==> src/rtl/assert_macros.svh <==
// Assertion helpers shared by the RTL modules.
// Each macro expects signals named clk and rst in the enclosing scope.
`ifndef ASSERT_MACROS_SVH
`define ASSERT_MACROS_SVH

// Condition that must hold at every clock edge outside reset.
`define EGS_ASSERT_ALWAYS(label, cond, msg) \
  label: assert property (@(posedge clk) disable iff (rst) (cond)) else $error(msg);

// Temporal property checked at every clock edge outside reset.
`define EGS_ASSERT_PROP(label, prop, msg) \
  label: assert property (@(posedge clk) disable iff (rst) prop) else $error(msg);

`endif

==> src/rtl/egs_pkg.sv <==
// ----------------------------------------------------------------------------
// egs_pkg
// Shared types and constants of the epidemic grid stencil step unit.
// ----------------------------------------------------------------------------
package egs_pkg;

  localparam int GRID_W  = 11;
  localparam int DUR_W   = 6;
  localparam int THR_W   = 4;
  localparam int COUNT_W = 21;
  localparam int ADDR_W  = 4;
  localparam int DATA_W  = 32;

  localparam logic [COUNT_W-1:0] COUNT_MAX = {COUNT_W{1'b1}};

  localparam logic [GRID_W-1:0] GRID_RESET   = 11'd160;
  localparam logic [DUR_W-1:0]  INFECT_RESET = 6'd10;
  localparam logic [DUR_W-1:0]  IMMUNE_RESET = 6'd30;

  // Register indexes, byte address is four times the index.
  localparam logic [1:0] REG_GRID_SIZE = 2'd0;
  localparam logic [1:0] REG_INFECT    = 2'd1;
  localparam logic [1:0] REG_IMMUNE    = 2'd2;

  // Per-item control produced by the front end.
  typedef struct packed {
    logic col_first;
    logic emit_main;
    logic emit_edge;
    logic frame_end;
    logic above_ok;
    logic middle_ok;
  } flags_t;

  localparam int FLAGS_W = $bits(flags_t);

  typedef struct packed {
    logic [DUR_W-1:0] infect;
    logic [DUR_W-1:0] immune;
  } dur_cfg_t;

endpackage

==> src/rtl/egs_cfg.sv <==
// ----------------------------------------------------------------------------
// egs_cfg
// APB-style register block: grid size and the two durations.
// ----------------------------------------------------------------------------
module egs_cfg (
  input  logic                       clk,
  input  logic                       rst,
  input  logic                       psel,
  input  logic                       penable,
  input  logic                       pwrite,
  input  logic [egs_pkg::ADDR_W-1:0] paddr,
  input  logic [egs_pkg::DATA_W-1:0] pwdata,
  output logic [egs_pkg::DATA_W-1:0] prdata,
  output logic                       pready,
  output logic [egs_pkg::GRID_W-1:0] grid_size,
  output egs_pkg::dur_cfg_t          durations,
  output logic                       restart
);
  import egs_pkg::*;

  logic       wr_en;
  logic [1:0] reg_idx;

  assign pready  = 1'b1;
  assign reg_idx = paddr[3:2];
  assign wr_en   = psel && penable && pwrite;

  // The raster position restarts at the same edge that takes the new size.
  assign restart = wr_en && (reg_idx == REG_GRID_SIZE);

  always_ff @(posedge clk) begin
    if (rst) begin
      grid_size        <= GRID_RESET;
      durations.infect <= INFECT_RESET;
      durations.immune <= IMMUNE_RESET;
    end else begin
      if (wr_en) begin
        case (reg_idx)
          REG_GRID_SIZE: grid_size <= pwdata[GRID_W-1:0];
          REG_INFECT: durations.infect <= pwdata[DUR_W-1:0];
          REG_IMMUNE: durations.immune <= pwdata[DUR_W-1:0];
          default: ;
        endcase
      end
    end
  end

  always_comb begin
    case (reg_idx)
      REG_GRID_SIZE: prdata = DATA_W'(grid_size);
      REG_INFECT:    prdata = DATA_W'(durations.infect);
      REG_IMMUNE:    prdata = DATA_W'(durations.immune);
      default:       prdata = '0;
    endcase
  end

endmodule

==> config.mk <==
export PLATFORM = sky130hd
export DESIGN_NAME = egs_cfg
export DESIGN_NICKNAME = d
export VERILOG_FILES = /design/src/rtl/assert_macros.svh /design/src/rtl/egs_pkg.sv /design/src/rtl/egs_cfg.sv
export SDC_FILE = /design/constraint.sdc
export NUM_CORES = 1
export LEC_CHECK = 0
export BUFFER_PORTS_ARGS = -buffer_cell sky130_fd_sc_hd__clkbuf_2
export CAP_MARGIN = 40
export CORE_MARGIN = 2
export CORE_UTILIZATION = 36
export CTS_CLUSTER_SIZE = 20
export DETAILED_ROUTE_END_ITERATION = 10
export PLACE_DENSITY = 0.85
export SYNTH_ARGS = -nofsm -noshare
export SYNTH_HDL_FRONTEND = slang
export SYNTH_SLANG_ARGS = --single-unit
==> constraint.sdc <==
create_clock -name clk -period 0.93 [get_ports clk]
set_input_delay 0.0465 -clock clk [delete_from_list [all_inputs] [get_ports clk]]
set_output_delay 0.0465 -clock clk [all_outputs]
set_load 0.02 [all_outputs]
### After elaboration in Yosys (flattened, before gate mapping)

Cells that the tools add are included.
Widths: inputs -> output; s select.

| word-level totals | value |
|---|---|
| register bits | 23 |
| word-level logic and storage cells | 13 |
| bits of input ports | 41 |
| output and inout port bits | 57 |

| cells by class | value |
|---|---|
| mux-type cells | 1 |
| equal/unequal tests | 2 |
| reductions and logical operators | 7 |

Operator list:

| operator | count |
|---|---|
| $pmux 11 s3 | 1 |
| $reduce_and 2->1 | 3 |
| $logic_and 1x1->1 | 3 |
| $eq 2x1->1 const B | 1 |
| $eq 2x2->1 const B | 1 |
| $logic_not 2->1 | 1 |

### Depth between registers and ports, before layout

| depth | value |
|---|---|
| depth after elaboration | 3 |
| gate-level depth with buffers | 6 |
| depth with buffers taken out | 4 |

### Worst setup path before layout

No wires, ideal clock.

| timing path | value |
|---|---|
| path kind | register to output |
| start point | register durations[0] in the netlist's numbering |
| end point | output port prdata[0] in the netlist's numbering |
| buffers on the path | 0 |
| arrival | 1,027 ps |
| required time | 883 ps |
| cell stages (with the launch flop) | 3 |
| path slack | -143 ps |
| cell sequence | dfxtp_1 -> mux2i_1 -> o21ai_0 |

| on the way | value |
|---|---|
| cells in the longest elaborated chain, start to end | 1 |

RTL lines:

| what | line | RTL |
|---|---|---|
| start, declared | egs_cfg.sv:16 | `output egs_pkg::dur_cfg_t durations,` |
| $pmux 11 s3 | egs_cfg.sv:49 | `case (reg_idx)` |
| end, declared | egs_cfg.sv:13 | `output logic [egs_pkg::DATA_W-1:0] prdata,` |

No other way between the ends.

### Final worst setup path

| timing path | value |
|---|---|
| start point | register grid_size[0] in the netlist's numbering |
| end point | output port prdata[0] in the netlist's numbering |

| on the way | value |
|---|---|
| cells in the longest elaborated chain, start to end | 1 |

RTL lines:

| what | line | RTL |
|---|---|---|
| start, declared | egs_cfg.sv:15 | `output logic [egs_pkg::GRID_W-1:0] grid_size,` |
| start signal, assigned | egs_cfg.sv:39 | `REG_GRID_SIZE: grid_size <= pwdata[GRID_W-1:0];` |
| $pmux 11 s3 | egs_cfg.sv:49 |  |

No other way between the ends.

==> results.sh <==
export IMPL_run_status="finished, violations left"
export IMPL_violations="negative setup slack"
export IMPL_timing_rr_end="durations[1]"
export IMPL_total_leakage_power_uw=0.0009107
export IMPL_grt_start_max_net_pins=40
export IMPL_total_number_of_h_tree_levels=1
export IMPL_min_to="grid_size[9]"
export IMPL_min_period_ns=1.025
export IMPL_final_antenna_diode_count=0
export IMPL_remaining_drc_errors=0
export IMPL_timing_hold_worst_path_depth=3
export IMPL_gpl_final_weighted_congestion=0.7608
export IMPL_dr_first_iter_drc_count=20
export IMPL_setup_violations_final=6
export IMPL_floorplan_die_width_microns=64.78
export IMPL_layout_area_seq_sq_um=483.0
export IMPL_hp_start="pwdata[9]"
export IMPL_pwr_density_cell_nw_per_um2=1076
export IMPL_port_buffers=52
export IMPL_worst_r2r_cell_count=3
export IMPL_wirelength_microns=3058
export IMPL_clk_latency_ns=0.26
export IMPL_placedCellCount=252
export IMPL_initial_utilization_pct=36.88
export IMPL_max_vdd_ir_drop_v=0.0006215
export IMPL_first_global_vias=1111
export IMPL_critical_path_arrival_ns=0.98
export IMPL_drive_above_1_share_pct=46.58
export IMPL_setup_repair_after_global_routing_missed_its_margin="true"
export IMPL_start_kind="flip-flop"
export IMPL_max_cap_violations=0
export IMPL_final_hold_violation_count=0
export IMPL_global_route_wire_length_before_repair_microns=4899
export IMPL_worst_setup_path_end_kind="output port"
export IMPL_timing_critical_path_required_ns=0.88
export IMPL_route_detailed_wl_per_inst_microns=11.45
export IMPL_clock_sinks=23
export IMPL_synth_simple_gate_area_share_pct=23.24
export IMPL_synthesis_area_sq_um=1330
export IMPL_synthesis_instances=149
export IMPL_max_slew_violation_count=0
export IMPL_clock_skew_final_ns=0
export IMPL_r2r_start="durations[1]"
export IMPL_timing_fmax_ghz=0.9754
export IMPL_multi_input_combinational_cell_area_sq_um=716.9
export IMPL_ys_warnings_count=0
export IMPL_synth_ff_type="dfxtp_1"
export IMPL_pin_count=98
export IMPL_timing_worst_setup_path_type="flip-flop to output port"
export IMPL_post_synth_xor_area_fraction_pct=0
export IMPL_hpwl_microns=2208
export IMPL_yosys_area_share_adder_pct=0
export IMPL_nets=261
export IMPL_hold_buffers=0
export IMPL_detail_route_antenna_nets=0
export IMPL_layout_cells_non_filler=267
export IMPL_synth_seq_area_share_pct=34.62
export IMPL_die_area_sq_um=4196
export IMPL_chipHeight_microns=64.78
export IMPL_synth_compound_area_share_pct=2.258
export IMPL_numCtsBuffers=3
export IMPL_detailedRoute_firstPassIterationCount=4
export IMPL_grt_overflow=0
export IMPL_synth_enable_flop_cells=0
export IMPL_syn_to_final_growth_pct=41.30
export IMPL_flop_and_latch_count_out_of_synthesis=23
export IMPL_synthDistinctLibCells=18
export IMPL_cts_tree="done"
export IMPL_antenna_found_initial=0
export IMPL_layout_setup_ws_ns=-0.09527
export IMPL_global_route_usage_total_pct=14.88
export IMPL_dominant_combinational_cell_family_by_area_after_synthesis="simple AND/OR/NAND/NOR gates"
export IMPL_vias_per_cell=4.281
export IMPL_detailroute_via_count=1143
export IMPL_yosys_mux_area_fraction_pct=21.83
export IMPL_synth_async_reset_ratio_pct=0
export IMPL_core_region_area_sq_um=3606
export IMPL_min_path_type="primary input to flip-flop"
export IMPL_core_rowCount=22
export IMPL_clock_root_buffer="clkbuf_8"
export IMPL_clk_transition_reported_paths_ns=0.08
export IMPL_syn_mean_instance_area_sq_um=8.926
export IMPL_fin_crit_sh_pct=110.2
export IMPL_preCtsSetupSlack_ns=-0.1042
export IMPL_reg2reg_setup_slack_ns=0.20
export IMPL_worstPathMaxFanout=2
export IMPL_final_fill_count=339
export IMPL_clockBufferDepth=2
## stage by stage
stage	hold slack, ns	total power (uW)	setup TNS, ns	utilization (%)	cell area, sq um
2_1_floorplan	0.2018	1350	0	-	1409
3_3_place_gp	0.2917	1392	-0.3981	44.90	1619
3_5_place_dp	0.3053	1398	-0.7269	44.90	1619
4_1_cts	0.01290	2027	-0.5223	49.58	1788
5_1_grt	0.03424	2124	-0.8036	52.12	1879
6_report	0.01998	2022	-0.3886	52.12	1879
## worst max-delay path, stage by stage, from the launching register on
cell	delay, ns
dfxtp_2	0.34
mux2i_1	0.07
o21ai_1	0.15
buf_4	0.16
## where the power goes
group | internal, uW | switching [uW] | total (uW) | leakage, uW
registers | 998 | 8.04 | 1010 | 0.000189
logic | 164 | 241 | 405 | 0.000699
clock network | 305 | 305 | 610 | 0.0000228
total | 1470 | 555 | 2020 | 0.000911
## synthesized netlist by cell type, types with 2 or more instances
library cell  number  share of area [%]
mux2i_1           29                 22
nand2b_1          26                 12
buf_4             23                 13
dfxtp_1           23                 35
nor2_1            15                4.2
nand2_1            6                1.7
o21ai_0            6                2.3
and2_1             5                2.4
buf_6              3                2.5
clkbuf_1           3               0.85
buf_2              2               0.75
conb_1             2               0.56
## flip-flops by register name, indices dropped and copies added (netlist names)
signal and count:
grid_size 11, durations 12
## metal layers
metal  part of all wire (%)  global-route usage, %  wire length [microns]
met5                      0                      0                      0
met4                   0.72                  5.585                     22
met3                    4.5                  2.951                    139
met2                     50                  25.39                   1543
met1                     44                  18.38                   1352
## cell families after synthesis
family	Yosys count
AO/OA/AOI/OAI	6
other	2
AND/OR/NAND/NOR	57
multiplexers	29
buffers and inverters	32
flip-flops	23
## cells in the final DEF (no fill, tap or decap)
cell type / netlist / layout
and2_1: 5 / 3
and2_4: 0 / 2
buf_12: 0 / 1
buf_4: 23 / 31
buf_6: 3 / 14
clkbuf_1: 3 / 1
clkbuf_2: 0 / 31
clkbuf_8: 0 / 3
clkinv_4: 0 / 1
conb_1: 2 / 22
dfxtp_1: 23 / 5
dfxtp_2: 0 / 18
mux2i_1: 29 / 29
nand2_1: 6 / 6
nand2b_1: 26 / 26
nand3_1: 1 / 1
nor2_1: 15 / 15
nor2b_1: 1 / 1
nor2b_2: 1 / 1
nor3b_1: 1 / 1
o21ai_1: 0 / 6
or3b_1: 1 / 1
## layout make-up
type / count / share of cell area, %
Inverter: 1 / 0.4660
Sequential cell: 23 / 25.70
Timing Repair Buffer: 77 / 30.09
Multi-Input combinational cell: 114 / 38.15
Clock buffer: 4 / 2.397
Tap cell: 48 / 3.196
## how the worst max path moves through the flow
stage                 startpoint            to  slack, ns  depth (start not counted)
floorplan           durations[0]     prdata[0]      0.004                          2
global placement          pwrite  durations[0]      -0.08                          4
detailed placement        pwrite  durations[3]      -0.10                          4
CTS                 grid_size[0]     prdata[0]      -0.12                          3
global route        durations[3]     prdata[3]      -0.16                          3
finish              grid_size[0]     prdata[0]       -0.1                          3
## timing repair
action	in CTS	in global routing
buffers inserted	10	1
pin swaps	0	1
resized for setup	28	49
setup endpoints to repair	11	21
No activity file was read; power rests on OpenSTA's default activity.
