File: src/rtl/assert_macros.svh
// Assertion helpers shared by the RTL modules.
// Each macro expects signals named clk and rst in the enclosing scope.
`ifndef ASSERT_MACROS_SVH
`define ASSERT_MACROS_SVH

// Condition that must hold at every clock edge outside reset.
`define EGS_ASSERT_ALWAYS(label, cond, msg) \
  label: assert property (@(posedge clk) disable iff (rst) (cond)) else $error(msg);

// Temporal property checked at every clock edge outside reset.
`define EGS_ASSERT_PROP(label, prop, msg) \
  label: assert property (@(posedge clk) disable iff (rst) prop) else $error(msg);

`endif

File: src/rtl/egs_queue.sv
// ----------------------------------------------------------------------------
// egs_queue
// Small register FIFO that decouples the front end from the stencil back end.
// ----------------------------------------------------------------------------
module egs_queue #(
  parameter int DATA_W = 32,
  parameter int DEPTH  = 4
) (
  input  logic              clk,
  input  logic              rst,
  input  logic              push_valid,
  output logic              push_ready,
  input  logic [DATA_W-1:0] push_data,
  output logic              pop_valid,
  input  logic              pop_ready,
  output logic [DATA_W-1:0] pop_data
);

  localparam int PW = (DEPTH > 1) ? $clog2(DEPTH) : 1;
  localparam int NW = $clog2(DEPTH + 1);

  logic [DATA_W-1:0] mem [DEPTH];
  logic [PW-1:0]     wr_ptr;
  logic [PW-1:0]     rd_ptr;
  logic [NW-1:0]     count;
  logic              push;
  logic              pop;

  assign push_ready = count != NW'(DEPTH);
  assign pop_valid  = count != '0;
  assign pop_data   = mem[rd_ptr];
  assign push       = push_valid && push_ready;
  assign pop        = pop_valid && pop_ready;

  always_ff @(posedge clk) begin
    if (push) begin
      mem[wr_ptr] <= push_data;
    end
  end

  always_ff @(posedge clk) begin
    if (rst) begin
      wr_ptr <= '0;
      rd_ptr <= '0;
      count  <= '0;
    end else begin
      if (push) begin
        wr_ptr <= (wr_ptr == PW'(DEPTH - 1)) ? '0 : wr_ptr + PW'(1);
      end
      if (pop) begin
        rd_ptr <= (rd_ptr == PW'(DEPTH - 1)) ? '0 : rd_ptr + PW'(1);
      end
      count <= count + NW'(push) - NW'(pop);
    end
  end

endmodule

File: config.mk
export PLATFORM = sky130hd
export DESIGN_NAME = egs_queue
export DESIGN_NICKNAME = d
export VERILOG_FILES = /design/src/rtl/assert_macros.svh /design/src/rtl/egs_queue.sv
export SDC_FILE = /design/constraint.sdc
export NUM_CORES = 1
export LEC_CHECK = 0
export BUFFER_PORTS_ARGS = -buffer_cell sky130_fd_sc_hd__buf_2
export CORE_MARGIN = 2
export CORE_UTILIZATION = 61
export DETAILED_ROUTE_END_ITERATION = 12
export PLACE_DENSITY = 0.84
export SLEW_MARGIN = 30
export SYNTH_ARGS = -nofsm -noshare
export SYNTH_HDL_FRONTEND = slang
export SYNTH_SLANG_ARGS = --single-unit
File: constraint.sdc
create_clock -name clk -period 4.06 [get_ports clk]
set_clock_uncertainty 0.2 [all_clocks]
set_input_delay 1.015 -clock clk [delete_from_list [all_inputs] [get_ports clk]]
set_output_delay 1.015 -clock clk [all_outputs]
set_load 0.01 [all_outputs]
After elaboration in Yosys (flattened, before gate mapping)
Memory sizes are Yosys's and may differ from the RTL's. A register that Yosys moved wholly into a read port is not among the register bits.
Cells that the tools add are included.
{"block": "totals", "regBits": 7, "latchBits": 0, "ram_bits": 128, "romBits": 0, "in_bits": 36, "output_inout_bits": 34, "wordCells": 20, "memories": 1}
{"memory": "mem", "words": 4, "word_bits": 32, "read_ports": 1, "rd_ports_with_merged_regs": 1, "write_ports": 1, "line_no": "egs_queue.sv:22", "source": "logic [DATA_W-1:0] mem [DEPTH];"}
{"block": "op_classes", "add_sub_neg": 4, "n_mul": 0, "div": 0, "magnitude_cmp": 0, "n_eq_ne": 3, "shift": 0, "muxes": 6, "bitwise_logic": 0, "n_reduce_logical": 3}
{"operator": "$mux 2", "count": 4}
{"operator": "$add 2x1->2 const B", "count": 2}
{"operator": "$eq 2x2->1 const B", "count": 2}
{"operator": "$add 3x1->3", "count": 1}
{"operator": "$ne 3x3->1 const B", "count": 1}
{"operator": "$reduce_bool 3->1", "count": 1}
{"operator": "$sub 3x1->3", "count": 1}
{"operator": "$logic_and 1x1->1", "count": 2}
{"operator": "$mux 1", "count": 2}

Longest topological paths before layout
Gate-level depths: netlist of the first run.
{"block": "depth", "word_depth": 4, "depth_mapped": 11, "mapped_depth_nobuf": 10}

Worst setup path before layout of the first run
No wires, ideal clock.
{"block": "synth_timing", "path_type": "input-to-reg", "start": "in pop_ready", "end": "reg count[2]", "arrival_ns": 2.479, "path_slack_ns": 1.304, "path_stages": 10, "path_buffers": 0, "path_cell_list": "o31ai_1 > inv_1 > ha_1 > inv_1 > ha_1 > inv_1 > fa_1 > xor2_1 > and2_2 > nor3_1"}
{"block": "synth_via", "elab_chain_len": 2}
{"element": "start: declaration", "line_no": "egs_queue.sv:15", "source": "input logic pop_ready,"}
{"element": "$logic_and 1x1->1", "line_no": "egs_queue.sv:33", "source": "assign pop = pop_valid && pop_ready;"}
{"element": "$sub 3x1->3", "line_no": "egs_queue.sv:53", "source": "count <= count + NW'(push) - NW'(pop);"}
{"element": "end signal: assignment", "line_no": "egs_queue.sv:53"}
{"element": "end: declaration", "line_no": "egs_queue.sv:25", "source": "logic [NW-1:0] count;"}
Every way passes these cells.
A chain may end at the register's enable or synchronous reset.

==> results of run 1 <==
## worst min-delay path by stage
stage / to
global placement: flop
detailed placement: flop
floorplan: flop
CTS: flop
finish: flop
global route: flop
## per-stage QoR
| step | instances | utilization | total power [uW] |
|---|---|---|---|
| 2_1_floorplan | 216 | - | 2354 |
| 3_3_place_gp | 382 | 0.6777 | 2601 |
| 3_5_place_dp | 382 | 0.6777 | 2635 |
| 4_1_cts | 414 | 0.7559 | 4298 |
| 5_1_grt | 414 | 0.7559 | 4423 |
| 6_report | 414 | 0.7559 | 4256 |
## registers in the layout (all words and copies together) (netlist names), named ones only
signal	cells
mem	128
rd_ptr	2
wr_ptr	2
count	3
## critical path, delay by kind of cell, from the launching register on
kind,cells,cell delay [ns]
mux,1,0.56
buf+inv,2,0.43
flops,1,0.61
## cells by family (layout without fill, tap and decap cells)
group                    after synthesis  after routing  synth area share
XOR/XNOR                               1              1          0.001720
buffers and inverters                 14            107           0.01425
AND/OR/NAND/NOR                       18             18           0.02162
multiplexers                          34             34            0.1454
flip-flops                           137            137            0.7900
AO/OA/AOI/OAI                          4              4          0.005896
adder cells (fa/ha/maj)                8              8           0.02112
## layout make-up
cell class | count | area, um^2 | area share
Clock buffer | 18 | 417.9 | 0.06763
Sequential cell | 137 | 4026 | 0.6515
Inverter | 5 | 18.77 | 0.003037
Timing Repair Buffer | 70 | 365.4 | 0.05912
Multi-Input combinational cell | 65 | 998.5 | 0.1616
Tap cell | 105 | 131.4 | 0.02126
Clock inverter | 14 | 221.5 | 0.03584
## metal layers
metal  vias up  track usage  part of all wire
met4         0      0.06429            0.0080
met1      1302       0.3073              0.40
met5         -            0                 0
li1       1058            -                 -
met3         8      0.07036             0.071
met2       113       0.3662              0.52
## Yosys cell counts
master / instances
nor2_1: 3
buf_2: 1
nand2_2: 1
and2_2: 1
and3_1: 1
or3_1: 2
and3_2: 3
dfxtp_1: 9
buf_4: 3
nand2_1: 1
nor3_1: 1
xor2_1: 1
o31ai_1: 1
mux4_2: 32
a211o_1: 1
a21oi_1: 1
or3_2: 1
nor2b_1: 1
o21ai_2: 1
nand2b_1: 2
clkbuf_1: 1
fa_1: 1
buf_1: 3
inv_1: 5
ha_1: 7
or3b_1: 1
mux2i_1: 2
buf_6: 1
edfxtp_1: 128
## power breakdown
part	internal, uW	switching (uW)
Sequential	1740	109
Combinational	384	378
Clock	1070	582
Total	3190	1070
==> summary.txt, run 1 <==
Status
  – Outcome: finished, final reports clean

Finish
  – Layout filler cell count: 458
  – Commonest non-fill, non-tap cell in the layout: edfxtp_1
  – Finished Cell Area: 0.006180 mm^2
  – Layout net count: 340
  – Share of layout cells above drive strength 1: 0.4628
  – Commonest cells after routing, fill and taps aside: edfxtp_1 (128), buf_2 (69), mux4_2 (32)
  – Diode count: 0
  – Area grow syn2layout: 21.32%

Setup path
  – Critical path cell sequence: buf_12 -> mux4_2 -> buf_2
  – RR Startpoint: count[1]$_SDFF_PP0_
  – Slowest CP cell: dfxtp_2
  – FF-to-FF setup slack: 1.45 ns
  – Crit path required time: 2.84 ns
  – Crit end category: output port
  – Critical path arrival: 2.11 ns
  – Worst R2R End: count[2]$_SDFF_PP0_
  – R2R cell count: 10
  – CP max stage delay: 0.61 ns
  – Crit path to: pop_data[20]
  – CP startpoint kind: flop
  – Critical path class: reg -> out
  – Max Fanout on Critical Path: 21

Floorplan
  – Total core area: 0.008175 mm^2
  – Row count: 33
  – Io pins: 70
  – Starting Density: 0.6230
  – Die Ht: 95.38 um
  – Die X: 95.38 um
  – Full die area: 0.009097 mm^2

Timing
  – Final hold violations: 0
  – Final WS setup: 0.7337 ns
  – Final-report max-slew violation count: 0
  – F_max: 300.6 MHz
  – Setup total negative slack: 0 ns
  – Part of the cycle the worst path needs: 0.8193
  – Worst slew pin tran: 0.8609 ns
  – Unrepaired setup endpoints after global routing: false
  – Worst hold margin: 0.3186 ns
  – Min cycle time layout: 3.326 ns
  – Worst relative slew slack: 0.4261
  – Final setup viols: 0

Logic synthesis
  – Top cells by area, synth: edfxtp_1 (75%), mux4_2 (14%), dfxtp_1 (3.5%)
  – Synth unique cells: 29
  – Mean Syn Cell Area: 23.58 um^2
  – Mapped Cells: 216
  – Top-area cell type share of the netlist area: 0.7546
  – Synthesized area: 0.005094 mm^2
  – Synth area leader: edfxtp_1
  – Register bit count reported by yosys: 137
  – Syn nets: 260
  – Part of the Yosys area used for sequential elements: 0.7900
  – Yosys warns: 0

Route
  – Post-route DRC: 0
  – DRT Pass-1 Iters: 4
  – Routed len/inst: 23.20 um
  – Wirelength, routed: 9604 um
  – Antenna viol nets, final: 0
  – DR vias: 2,481
  – Via density: 5.993
  – Starting DRT DRC Count: 172

Clock tree
  – CTS tree: yes
  – Total CTS buffers: 17
  – Clk sinks: 137
  – CTS root buf: clkbuf_8
  – Htree depth: 4
  – CTS Hold Bufs: 0
  – Setup repair bufs after CTS: 0
  – Post_cts resized: 0
  – Clk slew on worst S/H paths: 0.06 ns
  – Worst-skew pair later-pin latency: 0.50 ns
  – Max Buffers Root-to-Sink: 2

Job
  – Number of max-cap violations: 0

Placed design
  – Hpwl dp: 5086 um
  – IO Port Bufs: 69
  – Placement Setup Slack: 1.082 ns
  – Gpl congestion: 0.6399
  – Dpl cell area: 0.005540 mm^2

Power and ir drop
  – P_leak: 0.002162 uW
  – Worst VDD drop: 0.4209 mV
  – Pwr Density: 688.8 mW/mm^2

Global route
  – GRT overflow: 0
  – Vias in the first global route: 2,484
  – Antenna violations before repair: 1
  – First-pass GRT wire length: 14,270 um
  – Gr usage total: 0.2277
  – Largest net degree at the start of global routing: 33

Hold path
  – Worst Hold Class: reg -> reg
  – Hold path cells: 2
  – Hold Startpoint: rd_ptr[0]$_SDFFE_PP0N_
(Power assumes the default switching activity.)
==> inputs of run 2 (changes only) <==
CORE_UTILIZATION = 56   (was 61)
PLACE_DENSITY = 0.78   (was 0.84)
clock period = 3.1 ns   (was 4.06 ns; I/O delays follow)
==> summary.txt, run 2 (synthesis results as in run 1) <==
Clock tree
  – Setup repair bufs after CTS: 0
  – Clk slew on worst S/H paths: 0.06 ns
  – Clk sinks: 137
  – Post_cts resized: 0
  – Max Buffers Root-to-Sink: 2
  – CTS Hold Bufs: 0
  – Total CTS buffers: 17
  – CTS tree: yes
  – Worst-skew pair later-pin latency: 0.51 ns
  – CTS root buf: clkbuf_8
  – Htree depth: 4

Finish
  – Largest register by flop count: mem
  – Final Util: 0.7222
  – Finished Cell Area: 0.006329 mm^2
  – Layout filler cell count: 522
  – Area grow syn2layout: 24.24%
  – Biggest regs: mem: 128 flops, count: 3 flops
  – Diode count: 0
  – Layout net count: 348
  – Share of layout cells above drive strength 1: 0.4763
  – Commonest non-fill, non-tap cell in the layout: edfxtp_1
  – Commonest cells after routing, fill and taps aside: edfxtp_1 (128), buf_2 (69), mux4_2 (32)
  – Max FFs per register: 128

Route
  – Post-route DRC: 0
  – Starting DRT DRC Count: 123
  – Wirelength, routed: 8511 um
  – DR vias: 2,380
  – Routed len/inst: 20.03 um
  – Via density: 5.600
  – DRT Pass-1 Iters: 4
  – Antenna viol nets, final: 0

Power and ir drop
  – P_sw: 1355 uW
  – Clock Power Share: 0.411
  – Reg power frac: 0.407
  – Worst VDD drop: 0.5088 mV
  – P_leak: 0.002246 uW
  – Comb power frac: 0.182
  – Pint: 4435 uW
  – Sw frac: 0.2340
  – Pwr Density: 914.8 mW/mm^2

Global route
  – Vias in the first global route: 2,565
  – Antenna violations before repair: 0
  – Gr usage total: 0.1891
  – Largest net degree at the start of global routing: 33
  – First-pass GRT wire length: 13,500 um
  – GRT overflow: 0

Placed design
  – IO Port Bufs: 69
  – Hpwl dp: 5136 um
  – Gpl congestion: 0.7170
  – Dpl cell area: 0.005617 mm^2

Setup path
  – Crit. path cell count: 3
  – FF-to-FF setup slack: 0.51 ns
  – Max Fanout on Critical Path: 20
  – Slowest CP cell: mux4_2
  – Crit path to: pop_data[22]
  – Critical path class: reg -> out
  – RR Startpoint: count[1]$_SDFF_PP0_
  – CP max stage delay: 0.58 ns
  – CP startpoint kind: flop
  – Crit end category: output port
  – Worst R2R End: count[2]$_SDFF_PP0_
  – WP buf/inv: 2
  – Critical path cell sequence: buf_4 -> mux4_2 -> buf_2
  – R2R cell count: 10
  – Family with the most delay on the worst path: multiplexers
  – Crit path required time: 2.12 ns
  – Critical path arrival: 1.93 ns

Floorplan
  – Die Ht: 99.37 um
  – Starting Density: 0.5812
  – Full die area: 0.009874 mm^2
  – Die X: 99.37 um
  – Io pins: 70
  – Row count: 34
  – Total core area: 0.008763 mm^2

Timing
  – Final hold violations: 0
  – Final-report max-slew violation count: 0
  – Part of the cycle the worst path needs: 0.9385
  – Worst relative slew slack: 0.6368
  – Worst hold margin: 0.2727 ns
  – F_max: 343.7 MHz
  – Setup total negative slack: 0 ns
  – Min cycle time layout: 2.909 ns
  – Unrepaired setup endpoints after global routing: false
  – Final setup viols: 0
  – Worst slew pin tran: 0.5402 ns

Status
  – Outcome: finished, final reports clean

Job
  – Number of max-cap violations: 0

Hold path
  – Worst Hold Class: in -> reg
-- run 2: cell types whose count changed in the layout (fill, tap and decap cells not counted), sizes merged --
cell / previous run / this run
buf: 70 / 78
bufinv: 5 / 8
clkinvlp: 3 / 1
inv: 7 / 6
-- run 2: through the flow --
step                setup slack, ns  cells  power, uW
floorplan                    0.5836    216       3082
global placement             0.4163    393       3444
detailed placement           0.3497    393       3471
CTS                          0.1295    425       5862
global route                0.07733    425       6031
finish                       0.1908    425       5789
-- run 2: cell type report --
type	count	area, um^2	area share
timing repair buffer	78	437.9	0.06920
clock buffer	18	417.9	0.06603
inverter	5	18.77	0.002966
tap	108	135.1	0.02135
multi-input combinational	65	998.5	0.1578
sequential	137	4026	0.6362
clock inverter	14	294.0	0.04646
-- run 2: per-layer routing --
metal,global-route usage,share of wire,vias to the layer above
li1,-,-,1078
met1,0.2408,0.41,1223
met2,0.3144,0.53,68
met3,0.05833,0.049,11
met5,0,0,-
met4,0.06322,0.0098,0
-- run 2: power groups by stage --
| stage | Combinational (uW) | Clock, uW | Sequential (uW) |
|---|---|---|---|
| global route | 1160 | 2500 | 2370 |
| finish | 1060 | 2380 | 2350 |
| floorplan | 729 | 0 | 2350 |
| global placement | 1070 | 0 | 2380 |
| detailed placement | 1080 | 0 | 2390 |
| CTS | 1090 | 2420 | 2360 |
-- run 2: worst min-delay path by stage --
stage | start | to | depth (start not counted)
finish | push_data[0] | mem[0][0]$_DFFE_PP_ | 1
CTS | push_data[0] | mem[3][0]$_DFFE_PP_ | 1
floorplan | rd_ptr[0]$_SDFFE_PP0N_ | flop | 2
detailed placement | rd_ptr[0]$_SDFFE_PP0N_ | flop | 2
global placement | rd_ptr[0]$_SDFFE_PP0N_ | flop | 2
global route | push_data[28] | mem[2][28]$_DFFE_PP_ | 1
