===== src/rtl/assert_macros.svh =====
// Assertion helpers shared by the RTL modules.
// Each macro expects signals named clk and rst in the enclosing scope.
`ifndef ASSERT_MACROS_SVH
`define ASSERT_MACROS_SVH

// Condition that must hold at every clock edge outside reset.
`define EGS_ASSERT_ALWAYS(label, cond, msg) \
  label: assert property (@(posedge clk) disable iff (rst) (cond)) else $error(msg);

// Temporal property checked at every clock edge outside reset.
`define EGS_ASSERT_PROP(label, prop, msg) \
  label: assert property (@(posedge clk) disable iff (rst) prop) else $error(msg);

`endif


===== src/rtl/egs_pkg.sv =====
// ----------------------------------------------------------------------------
// egs_pkg
// Shared types and constants of the epidemic grid stencil step unit.
// ----------------------------------------------------------------------------
package egs_pkg;

  localparam int GRID_W  = 11;
  localparam int DUR_W   = 6;
  localparam int THR_W   = 4;
  localparam int COUNT_W = 21;
  localparam int ADDR_W  = 4;
  localparam int DATA_W  = 32;

  localparam logic [COUNT_W-1:0] COUNT_MAX = {COUNT_W{1'b1}};

  localparam logic [GRID_W-1:0] GRID_RESET   = 11'd160;
  localparam logic [DUR_W-1:0]  INFECT_RESET = 6'd10;
  localparam logic [DUR_W-1:0]  IMMUNE_RESET = 6'd30;

  // Register indexes, byte address is four times the index.
  localparam logic [1:0] REG_GRID_SIZE = 2'd0;
  localparam logic [1:0] REG_INFECT    = 2'd1;
  localparam logic [1:0] REG_IMMUNE    = 2'd2;

  // Per-item control produced by the front end.
  typedef struct packed {
    logic col_first;
    logic emit_main;
    logic emit_edge;
    logic frame_end;
    logic above_ok;
    logic middle_ok;
  } flags_t;

  localparam int FLAGS_W = $bits(flags_t);

  typedef struct packed {
    logic [DUR_W-1:0] infect;
    logic [DUR_W-1:0] immune;
  } dur_cfg_t;

endpackage


===== src/rtl/egs_cell_in_if.sv =====
// ----------------------------------------------------------------------------
// egs_cell_in_if
// Input cell channel: valid/ready handshake with cell payload.
// ----------------------------------------------------------------------------
interface egs_cell_in_if #(parameter int STATE_BITS = 7);
  import egs_pkg::*;

  logic                         valid;
  logic                         ready;
  logic                         cmd;
  logic signed [STATE_BITS-1:0] cell_state;
  logic [THR_W-1:0]             contact_threshold;

  modport source (output valid, cmd, cell_state, contact_threshold, input ready);
  modport sink (input valid, cmd, cell_state, contact_threshold, output ready);
endinterface


===== src/rtl/egs_front.sv =====
// ----------------------------------------------------------------------------
// egs_front
// Accepts cells, tracks raster position and tags each item with its work.
// ----------------------------------------------------------------------------
`include "assert_macros.svh"

module egs_front #(
  parameter int MAX_WIDTH  = 1024,
  parameter int STATE_BITS = 7,
  parameter int ITEM_W     = 32
) (
  input  logic                       clk,
  input  logic                       rst,
  input  logic [egs_pkg::GRID_W-1:0] grid_size,
  input  logic                       restart,
  egs_cell_in_if.sink                cell_in,
  output logic                       push_valid,
  input  logic                       push_ready,
  output logic [ITEM_W-1:0]          push_data
);
  import egs_pkg::*;

  localparam int CW = (MAX_WIDTH > 1) ? $clog2(MAX_WIDTH) : 1;
  localparam int NW = $clog2(MAX_WIDTH + 1);

  logic [CW-1:0]                col;
  logic [NW-1:0]                row;
  logic [NW-1:0]                n_eff;
  logic                         acc;
  logic                         flush;
  logic                         last_col;
  logic signed [STATE_BITS-1:0] cur;
  logic [THR_W-1:0]             thr;
  flags_t                       fl;

  always_comb begin
    if (grid_size < GRID_W'(2)) begin
      n_eff = NW'(2);
    end else if (32'(grid_size) > MAX_WIDTH) begin
      n_eff = NW'(MAX_WIDTH);
    end else begin
      n_eff = NW'(grid_size);
    end
  end

  assign cell_in.ready = push_ready;
  assign push_valid    = cell_in.valid;
  assign acc           = cell_in.valid && push_ready;

  // The row just past the bottom edge carries zero cells only.
  assign flush    = row >= n_eff;
  assign last_col = (NW'(col) + NW'(1)) == n_eff;
  assign cur      = (flush || cell_in.cmd) ? '0 : cell_in.cell_state;
  assign thr      = flush ? '0 : cell_in.contact_threshold;

  always_comb begin
    fl.col_first = col == '0;
    fl.emit_main = (row != '0) && (col != '0);
    fl.emit_edge = (row != '0) && last_col;
    fl.frame_end = flush && last_col;
    fl.above_ok  = row > NW'(1);
    fl.middle_ok = row != '0;
  end

  assign push_data = {fl, col, cur, thr};

  always_ff @(posedge clk) begin
    if (rst || restart) begin
      col <= '0;
      row <= '0;
    end else if (acc) begin
      if (last_col) begin
        col <= '0;
        row <= flush ? '0 : row + NW'(1);
      end else begin
        col <= col + CW'(1);
      end
    end
  end

  `EGS_ASSERT_PROP(a_frame_wrap, (restart || (acc && fl.frame_end)) |=> (row == '0 && col == '0), "raster position not cleared at frame end")
  `EGS_ASSERT_ALWAYS(a_col_in_grid, NW'(col) < n_eff || restart || $past(restart), "column beyond grid")

endmodule


===== src/flat_wrapper.sv =====
// flat-port wrapper written by rule: the top's interface ports become plain ports
module egs_front_flat import egs_pkg::*;
#(
  parameter int MAX_WIDTH  = 1024,
  parameter int STATE_BITS = 7,
  parameter int ITEM_W     = 32
)
  (clk, rst, grid_size, restart, push_valid, push_ready, push_data, cell_in_valid, cell_in_cmd, cell_in_cell_state, cell_in_contact_threshold, cell_in_ready);
  egs_cell_in_if #(.STATE_BITS(STATE_BITS)) cell_in_i ();
  input  logic clk;
  input  logic rst;
  input  logic [egs_pkg::GRID_W-1:0] grid_size;
  input  logic restart;
  output logic push_valid;
  input  logic push_ready;
  output logic [ITEM_W-1:0] push_data;
  input wire logic [$bits(cell_in_i.valid)-1:0] cell_in_valid;
  input wire logic [$bits(cell_in_i.cmd)-1:0] cell_in_cmd;
  input wire logic [$bits(cell_in_i.cell_state)-1:0] cell_in_cell_state;
  input wire logic [$bits(cell_in_i.contact_threshold)-1:0] cell_in_contact_threshold;
  output wire logic [$bits(cell_in_i.ready)-1:0] cell_in_ready;
  assign cell_in_i.valid = cell_in_valid;
  assign cell_in_i.cmd = cell_in_cmd;
  assign cell_in_i.cell_state = cell_in_cell_state;
  assign cell_in_i.contact_threshold = cell_in_contact_threshold;
  assign cell_in_ready = cell_in_i.ready;
  egs_front #(.MAX_WIDTH(MAX_WIDTH), .STATE_BITS(STATE_BITS), .ITEM_W(ITEM_W)) u_core (.clk(clk), .rst(rst), .grid_size(grid_size), .restart(restart), .cell_in(cell_in_i), .push_valid(push_valid), .push_ready(push_ready), .push_data(push_data));
endmodule

===== config.mk =====
export PLATFORM = sky130hd
export DESIGN_NAME = egs_front_flat
export DESIGN_NICKNAME = d
export VERILOG_FILES = /design/src/rtl/egs_pkg.sv /design/src/rtl/egs_cell_in_if.sv /design/src/rtl/egs_front.sv /design/src/flat_wrapper.sv
export VERILOG_INCLUDE_DIRS = /design/src /design/src/rtl
export SDC_FILE = /design/constraint.sdc
export NUM_CORES = 1
export LEC_CHECK = 0
export BUFFER_PORTS_ARGS = -buffer_cell sky130_fd_sc_hd__clkbuf_2
export CAP_MARGIN = 0
export CORE_MARGIN = 8
export CORE_UTILIZATION = 53
export DETAILED_ROUTE_END_ITERATION = 16
export PLACE_DENSITY_LB_ADDON = 0.12
export SLEW_MARGIN = 30
export SYNTH_ARGS = -nofsm -noshare
export SYNTH_HDL_FRONTEND = slang
export SYNTH_SLANG_ARGS = --single-unit

===== constraint.sdc =====
create_clock -name clk -period 3.99 [get_ports clk]
set_clock_uncertainty 0.05 [all_clocks]
set_input_delay 0.399 -clock clk [delete_from_list [all_inputs] [get_ports clk]]
set_output_delay 0.399 -clock clk [all_outputs]
set_load 0.005 [all_outputs]

### Word-level counts from Yosys, hierarchy flattened

Cells that the tools add are included.

| word-level totals | value |
|---|---|
| bits in registers | 21 |
| input port bits | 28 |
| output and inout bits | 34 |
| logic and storage cells | 26 |

| operators by class | value |
|---|---|
| $add $sub $neg | 3 |
| magnitude comparators | 4 |
| eq/ne operators | 1 |
| multiplexer cells | 6 |
| reduce and logical (&&, ||, !) cells | 10 |

Operators by type and width:

| cell | number |
|---|---|
| 11-bit 2-to-1 mux | 3 |
| 10-bit by 1-bit adder with 11-bit output (second input constant) | 1 |
| 11-bit by 1-bit adder with 11-bit output (second input constant) | 1 |
| 11-bit == test | 1 |
| 11-bit greater-or-equal comparator | 1 |
| 11-bit by 1-bit greater-than comparator with 1-bit output (second input constant) | 1 |
| 11-bit greater-than comparator (second input constant) | 1 |
| 11-bit by 2-bit less-than comparator with 1-bit output (second input constant) | 1 |
| 11-bit nonzero test | 1 |
| 10-bit by 1-bit adder with 10-bit output (second input constant) | 1 |
| 10-bit logical NOT | 1 |
| 10-bit 2-to-1 mux | 1 |
| 10-bit nonzero test | 1 |
| 7-bit 2-to-1 mux | 1 |
| 1-bit logical AND | 4 |
| 4-bit 2-to-1 mux | 1 |
| 1-bit logical OR | 2 |
| 2-bit AND reduction | 1 |

### Depth between registers and ports, before layout

Gate-level depths: netlist of run 1.

| logic depth | value |
|---|---|
| word-level depth | 6 |
| mapped depth | 13 |
| mapped depth without buffers | 11 |

### Least setup slack after synthesis of run 1

Ideal clock, no wire load.

| timing path | value |
|---|---|
| path type | input -> output |
| start point | input port grid_size[4] (netlist bit) |
| end point | output port push_data[10] |
| arrival | 2,510 ps |
| data required time | 3,541 ps |
| slack | 1,031 ps |
| cell stages on the path | 11 |
| buffers on the path | 1 |
| path through | nor4_2 > and3_1 > nor3_1 > ha_1 > nand2b_1 > a31oi_1 > o221ai_1 > o221a_2 > buf_1 > nor2_1 > and2_1 |

| between the ends | value |
|---|---|
| cells in the longest elaborated chain, start to end | 6 |
| elaborated cells between the ends (all ways) | 7 |
| those cells by class | order compare (3); mux (3); reduce/logical (1) |

Ends and longest elaborated chain:

| what | RTL line | source |
|---|---|---|
| start, declared | flat_wrapper.sv:12 | `input logic [egs_pkg::GRID_W-1:0] grid_size;` |
| 11-bit greater-than comparator | egs_front.sv:39 | `end else if (32'(grid_size) > MAX_WIDTH) begin` |
| 11-bit 2-to-1 mux | egs_front.sv:39 |  |
| 11-bit 2-to-1 mux * | egs_front.sv:37 | `if (grid_size < GRID_W'(2)) begin` |
| 11-bit greater-or-equal comparator * | egs_front.sv:51 | `assign flush = row >= n_eff;` |
| 1-bit logical OR * | egs_front.sv:53 | `assign cur = (flush \|\| cell_in.cmd) ? '0 : cell_in.cell_state;` |
| 7-bit 2-to-1 mux * | egs_front.sv:53 |  |
| end, declared | flat_wrapper.sv:16 | `output logic [ITEM_W-1:0] push_data;` |

Mark *: on every way between the ends. The rest lies on a longest branch, timed or not.

### Final worst setup path of run 1

| timing path | value |
|---|---|
| start point | register u_core.col[0] |
| end point | register u_core.row[1] |

| between the ends | value |
|---|---|
| cells in the longest elaborated chain, start to end | 3 |

Ends and longest elaborated chain:

| what | RTL line | source |
|---|---|---|
| start, declared | egs_front.sv:26 | `logic [CW-1:0] col;` |
| start signal, assigned | egs_front.sv:76 | `col <= col + CW'(1);` |
| 10-bit by 1-bit adder with 11-bit output | egs_front.sv:52 | `assign last_col = (NW'(col) + NW'(1)) == n_eff;` |
| 11-bit == test | egs_front.sv:52 |  |
| 2-bit AND reduction (no source line) | n/a |  |
| end signal, assigned | egs_front.sv:74 | `row <= flush ? '0 : row + NW'(1);` |
| end, declared | egs_front.sv:27 | `logic [NW-1:0] row;` |

No other way between the ends.
A chain may end at the register's enable or synchronous reset.

==> summary.md, run 1 <==
| Metric | Value |
|---|---|
| Hold Path End | u_core.row[10] |
| Worst Path Required | 4140 ps |
| Initial antenna violation count | 0 |
| Via count | 2313 |
| Mean Syn Cell Area | 7.570 µm² |
| RSZ-0062 raised after global routing | false |
| Xor/xnor cell area share of the yosys netlist | 5.353% |
| PwrDens | 185.2 nW/µm² |
| Setup crit start kind | flip-flop |
| Fmax | 289.2 MHz |
| Max Buffers Root-to-Sink | 2 |
| Synthesized area | 2127 µm² |
| Slew HR | 50.34% |
| Fill count | 384 |
| Antenna-violating nets left | 0 |
| Cell Chain, Critical Path | ha_1 -> and3_1 -> mux2_4 -> nor4b_2 -> o2111a_1 -> or4b_1 -> nor3_4 -> mux2i_1 |
| Hold path startpoint | u_core.row[10] |
| Antenna Cells | 0 |
| Die height | 79.35 µm |
| GPL Wtd Cong | 0.8334 |
| RR Endpoint | u_core.row[1] |
| First-pass GRT wire length | 9708 µm |
| Leak | 1.006 nW |
| DRT Wirelength | 5913 µm |
| CP peak stage delay | 660 ps |
| WHS | 486.4 ps |
| WS Path Type | flip-flop to flip-flop |
| Proportion of layout cells with a drive suffix above 1 | 22.46% |
| Setup Fix Bufs, Post-CTS | 0 |
| Compound-Gate Fraction of Synth Area | 22.53% |
| Largest net degree at the start of global routing | 21 |
| Starting Density | 53.95% |
| Slowest-stage cell, CP | or4b_1 |
| Placed Cells | 371 |
| Post-layout instance count excluding filler cells | 375 |
| Core Area | 3943 µm² |
| Worst Tran Pin Value | 738.0 ps |
| Setup_tns | 0 ps |
| H-tree level count | 1 |
| Yosys warns | 0 |
| Reg2Reg Depth | 8 |
| GR Util All Layers | 18.55% |
| Largest family of logic cells by synthesized area | simple AND/OR/NAND/NOR gates |
| Synth Register Bits | 21 |
| Hold Path Class | flip-flop to flip-flop |
| Final Slew Violations | 0 |
| Final core occ | 61.19% |
| TritonRoute pass-1 iters | 4 |
| Post-Synth Simple-Gate Area | 32.88% |
| Clk Latency, worst-skew pair | 270 ps |
| Row cnt | 23 |
| Total power | 446.8 µW |
| Hold Buf Count CTS | 0 |
| Adder-Cell Fraction of Synth Area | 9.412% |
| Crit path DAT | 3610 ps |
| DR WL/cell | 15.77 µm |
| DP HPWL | 4601 µm |
| Top Ports | 62 |
| Root buffer cell | clkbuf_8 |
| Register-to-register setup slack | 530 ps |
| Nets | 370 |
| Multiplexer share of the synthesized area | 1.647% |
| Final period utilization | 86.65% |
| Chip width | 79.35 µm |
| Area grow syn2layout | 13.41% |
| Starting DRT DRC Count | 167 |
| Final min period | 3457 ps |
| Die ar. | 6296 µm² |
| Setup violations, final | 0 |
| # port buffers | 56 |
| MaxCap Viol Count | 0 |
| Post-cts sizing count | 0 |
| Final hold violation count | 0 |
| Worst r2r src | u_core.col[0] |
| Gr ovfl total | 0 |
| VDD IR-drop max | 0.1420 mV |
| Clk sinks | 21 |
| Number of global-route vias before repair | 2077 |
| Ys async rst share | 0% |
| CP max FO | 10 |
| Status | finished clean |
| CTS tree | built |
| Vias per cell | 6.168 |
| Yosys cell types | 55 |
| Most used flip-flop cell after synthesis | dfxtp_1 |
| Worst hold stages | 2 |
| Cts bufs inserted | 3 |
| EDFF count, synth | 0 |
| Register area share after synthesis | 19.76% |
| Mapped Cells | 281 |
| # DRC | 0 |
| CP Capture Type | flip-flop |
| Clock transition at the registers of the reported paths | 80 ps |
through the flow:
step | setup slack, ps | instance area [µm²]
final | 532.6 | 2412
after global routing | 333.1 | 2412
after CTS | 552.9 | 2412
after detailed placement | 592.0 | 2366
after global placement | 679.9 | 2366
after floorplan | 1031 | 2142
area by class of cell:
type	instances	area, µm²	share of cell area, %
Inverter	9	33.78	1.400
Multi-Input combinational cell	232	1546	64.11
Clock buffer	3	41.29	1.712
Tap cell	50	62.56	2.593
Timing Repair Buffer	59	302.8	12.55
Clock inverter	1	5.005	0.2075
Sequential cell	21	420.4	17.43
layer usage:
metal / track usage (%) / vias to the layer above / part of all wire, %
li1: - / 1128 / -
met1: 25.96 / 1061 / 47
met2: 27.36 / 119 / 42
met3: 4.176 / 5 / 10
met4: 5.556 / 0 / 1.0
met5: 0 / - / 0
layout by cell type (no fill, tap or decap), types with 2 or more instances in the layout:
cell type,netlist,layout
a211oi_1,2,2
xor2_1,3,3
nand2_1,26,26
o221ai_1,2,2
o311ai_0,7,7
clkbuf_8,0,3
nor2_1,22,22
nor4_1,5,5
ha_1,16,16
a21o_1,2,2
nand2b_1,4,4
nor2b_1,6,6
nor3_1,14,14
o211ai_1,10,10
inv_1,9,9
or2_2,2,2
and2_1,8,8
dfxtp_1,21,21
nand3_1,14,14
clkbuf_2,0,56
buf_4,7,3
a21oi_1,6,6
o21a_1,2,2
nor4b_2,2,2
o311ai_1,2,2
o41ai_1,4,4
nand3b_1,2,2
mux2i_1,2,2
o21ai_0,12,12
conb_1,1,5
and3_1,13,13
o21ai_1,5,5
xnor2_1,10,10
nand4_1,5,5
cell families (layout without fill, tap and decap cells):
family | after synthesis | in the layout
adders and majority gates | 16 | 16
xor gates and xnor gates | 13 | 13
and+or+nand+nor | 129 | 129
AOI/OAI and AO/OA | 66 | 66
buffers and inverters | 32 | 72
other | 1 | 5
DFF | 21 | 21
muxes | 3 | 3
worst max path at each step:
stage,startpoint,to,cells after the start
CTS,u_core.col[0],u_core.row[1],8
finish,u_core.col[0],u_core.row[1],8
global placement,u_core.col[0],u_core.row[1],8
global route,u_core.col[0],u_core.row[7],8
detailed placement,u_core.col[0],u_core.row[1],8
floorplan,grid_size[4],push_data[10],11
critical path, delay by kind of cell, from the launching register on:
family	cells	cell delay, ps
compound gates	1	260
mux	2	550
fa+ha+maj	1	340
flops	1	470
simple gates	4	1710
sequential cells by signal (all words and copies together) (netlist names):
| signal | count |
|---|---|
| u_core.row | 11 |
| u_core.col | 10 |
power by group:
group	internal, mW	total [mW]	switching [mW]
Combinational	0.0382	0.0924	0.0542
Sequential	0.210	0.211	0.000847
Clock	0.0697	0.144	0.0740
cell usage after synthesis (all sizes together), types with 2 or more instances:
library cell | n | area share, %
and2 | 8 | 2.4
o311ai | 9 | 3.7
xnor2 | 10 | 4.1
nor2b | 6 | 1.8
ha | 16 | 9.4
o21a | 2 | 0.71
o41ai | 4 | 1.6
nor3 | 15 | 4.1
nor4b | 2 | 1.4
o21ai | 17 | 4.0
o211ai | 10 | 3.5
mux2i | 2 | 0.94
a211oi | 2 | 0.71
a21oi | 6 | 1.4
o221ai | 2 | 0.82
and3 | 13 | 3.8
dfxtp | 21 | 20
buf | 16 | 5.4
nand2 | 26 | 4.6
nor2 | 22 | 3.9
or2 | 2 | 0.59
clkbuf | 7 | 1.2
nand4 | 5 | 1.5
a21o | 2 | 0.71
nand3b | 2 | 0.71
nor4 | 6 | 2.1
nand2b | 4 | 1.2
xor2 | 3 | 1.2
inv | 9 | 1.6
nand3 | 14 | 3.3
Note: power is estimated with default switching activity, not from simulation.
==> run 2: changes to the inputs <==
- CORE_MARGIN: 8 -> 10
==> run 2 against run 1 <==
Net effect:
- critical path depth is the same
- register-to-register slack lost 50 ps
- die area grew 10%
- highest routed layer unchanged
- core utilization grew 2.7 points
- final cell count shrank 0.53%
- largest power group unchanged
- worst hold slack gained 16 ps
- sequential cell count is the same
- non-clock buffer count is the same
- sequential share of layout area is essentially flat
- combinational power is essentially flat
- largest cell class unchanged
- worst setup slack lost 51 ps
==> summary.md, run 2 (synthesized netlist as in run 1, its figures left out) <==
| Metric | Value |
|---|---|
| Via count | 2297 (was 2313) |
| Fmax | 285.0 MHz (was 289.2 MHz) |
| DP HPWL | 4985 µm (was 4601 µm) |
| # DRC | 0 (unchanged) |
| Final Slew Violations | 0 (unchanged) |
| Max Buffers Root-to-Sink | 2 (unchanged) |
| Chip width | 83.35 µm (was 79.35 µm) |
| Proportion of layout cells with a drive suffix above 1 | 22.46% (unchanged) |
| VDD IR-drop max | 0.1551 mV (was 0.1420 mV) |
| Starting DRT DRC Count | 180 (was 167) |
| Status | finished clean (unchanged) |
| Area grow syn2layout | 13.29% (was 13.41%) |
| Post-cts sizing count | 0 (unchanged) |
| Core Area | 3771 µm² (was 3943 µm²) |
| CP peak stage delay | 770 ps (was 660 ps) |
| Comb pwr share | 20.8% (was 20.7%) |
| Setup crit start kind | flip-flop (unchanged) |
| Worst Path Required | 4130 ps (was 4140 ps) |
| CP max FO | 10 (unchanged) |
| Top Ports | 62 (unchanged) |
| H-tree level count | 1 (unchanged) |
| RSZ-0062 raised after global routing | false (unchanged) |
| Largest net degree at the start of global routing | 21 (unchanged) |
| Final core occ | 63.90% (was 61.19%) |
| Crit path DAT | 3650 ps (was 3610 ps) |
| Number of global-route vias before repair | 2121 (was 2077) |
| PwrDens | 184.8 nW/µm² (was 185.2 nW/µm²) |
| Antenna Cells | 0 (unchanged) |
| Commonest cells after routing, fill and taps aside | 56 x clkbuf_2, 26 x nand2_1, 22 x nor2_1 (unchanged) |
| Worst Tran Pin Value | 672.3 ps (was 738.0 ps) |
| Sw Pwr | 127.9 µW (was 129.1 µW) |
| Slowest-stage cell, CP | or4b_1 (unchanged) |
| Antenna-violating nets left | 0 (unchanged) |
| Row cnt | 22 (was 23) |
| Clk Latency, worst-skew pair | 260 ps (was 270 ps) |
| Final period utilization | 87.94% (was 86.65%) |
| Die ar. | 6947 µm² (was 6296 µm²) |
| Final hold violation count | 0 (unchanged) |
| WS Path Type | flip-flop to flip-flop (unchanged) |
| Largest register FFs | 11 (unchanged) |
| Clk pwr share | 31.9% (was 32.2%) |
| Starting Density | 56.40% (was 53.95%) |
| Vias per cell | 6.158 (was 6.168) |
| First-pass GRT wire length | 10240 µm (was 9708 µm) |
| Leak | 1.004 nW (was 1.006 nW) |
| Cell Chain, Critical Path | ha_1 -> and3_1 -> nand3_1 -> xor2_1 -> o21ai_0 -> or4b_1 -> nor3_4 -> mux2i_1 (was ha_1 -> and3_1 -> mux2_4 -> nor4b_2 -> o2111a_1 -> or4b_1 -> nor3_4 -> mux2i_1) |
| CP Capture Type | flip-flop (unchanged) |
| Die height | 83.35 µm (was 79.35 µm) |
| Biggest register | u_core.row (unchanged) |
| Cts bufs inserted | 3 (unchanged) |
| TritonRoute pass-1 iters | 5 (was 4) |
| Hold Path Class | flip-flop to flip-flop (unchanged) |
| Final min period | 3509 ps (was 3457 ps) |
| GR Util All Layers | 16.83% (was 18.55%) |
| CTS tree | built (unchanged) |
| Setup violations, final | 0 (unchanged) |
| Cell-internal power | 317.4 µW (was 317.7 µW) |
| Most common cell after layout, fill and taps aside | clkbuf_2 (unchanged) |
| Top Registers | u_core.row: 11 flops, u_core.col: 10 flops (unchanged) |
| # port buffers | 56 (unchanged) |
| Gr ovfl total | 0 (unchanged) |
| Clock transition at the registers of the reported paths | 80 ps (about the same) |
| DR WL/cell | 16.90 µm (was 15.77 µm) |
| Sequential power share | 47.3% (was 47.1%) |
| Root buffer cell | clkbuf_8 (unchanged) |
| Hold Buf Count CTS | 0 (unchanged) |
| Setup Fix Bufs, Post-CTS | 0 (unchanged) |
| MaxCap Viol Count | 0 (unchanged) |
| Nets | 370 (unchanged) |
| GPL Wtd Cong | 0.8454 (was 0.8334) |
| DRT Wirelength | 6304 µm (was 5913 µm) |
| Initial antenna violation count | 0 (unchanged) |
| Setup_tns | 0 ps (unchanged) |
| Slew HR | 54.77% (was 50.34%) |
| Switching part of the total | 28.72% (was 28.89%) |
| Clk sinks | 21 (unchanged) |
[run 2: cell counts in the layout (fill, tap and decap cells not counted)]
No cell type changed its count.
[run 2: power by group through the flow]
stage	combinational, mW	clock (mW)	sequential (mW)
global route	0.103	0.151	0.211
global placement	0.0900	0	0.216
CTS	0.0920	0.142	0.211
detailed placement	0.0914	0	0.216
finish	0.0925	0.142	0.211
floorplan	0.0588	0	0.215
[run 2: through the flow]
| step | std cells | setup slack (ps) | area [µm²] | total power, mW | hold slack [ps] |
|---|---|---|---|---|---|
| floorplan | 285 | 1031 | 2142 | 0.2743 | 421.2 |
| global placement | 369 | 643.3 | 2364 | 0.3055 | 473.3 |
| detailed placement | 369 | 583.9 | 2364 | 0.3070 | 485.0 |
| CTS | 373 | 556.8 | 2410 | 0.4451 | 497.7 |
| global route | 373 | 281.8 | 2410 | 0.4654 | 530.3 |
| finish | 373 | 481.2 | 2410 | 0.4453 | 502.5 |
[run 2: worst paths after layout]
check / from / cells past startpoint / slack, ps / end
max reg2reg: u_core.col[0] / 8 / 480 / u_core.row[1]
min reg2reg: u_core.row[10] / 2 / 500 / u_core.row[10]
max: u_core.col[0] / 8 / 480 / u_core.row[1]
min: u_core.row[10] / 2 / 500 / u_core.row[10]
[run 2: final cells by class]
type | instances | area [µm²]
timing repair buffer | 59 | 302.8
tap | 48 | 60.06
multi-input combinational | 232 | 1546
fill | 342 | 1361
sequential | 21 | 420.4
clock inverter | 1 | 5.005
inverter | 9 | 33.78
clock buffer | 3 | 41.29
[run 2: per-layer routing]
layer | vias up | global-route usage [%] | wire [µm]
met3 | 4 | 4.688 | 622
met2 | 126 | 24.65 | 2646
li1 | 1132 | - | -
met4 | 0 | 3.077 | 36
met5 | - | 0 | 0
met1 | 1035 | 23.70 | 3000
[run 2: worst max-delay path, delay by kind of cell (launching register included)]
family          cells  cell delay (ps)
compound gates      1              230
xor+xnor            1              400
fa+ha+maj           1              360
flops               1              470
mux                 1              240
simple gates        4             1670
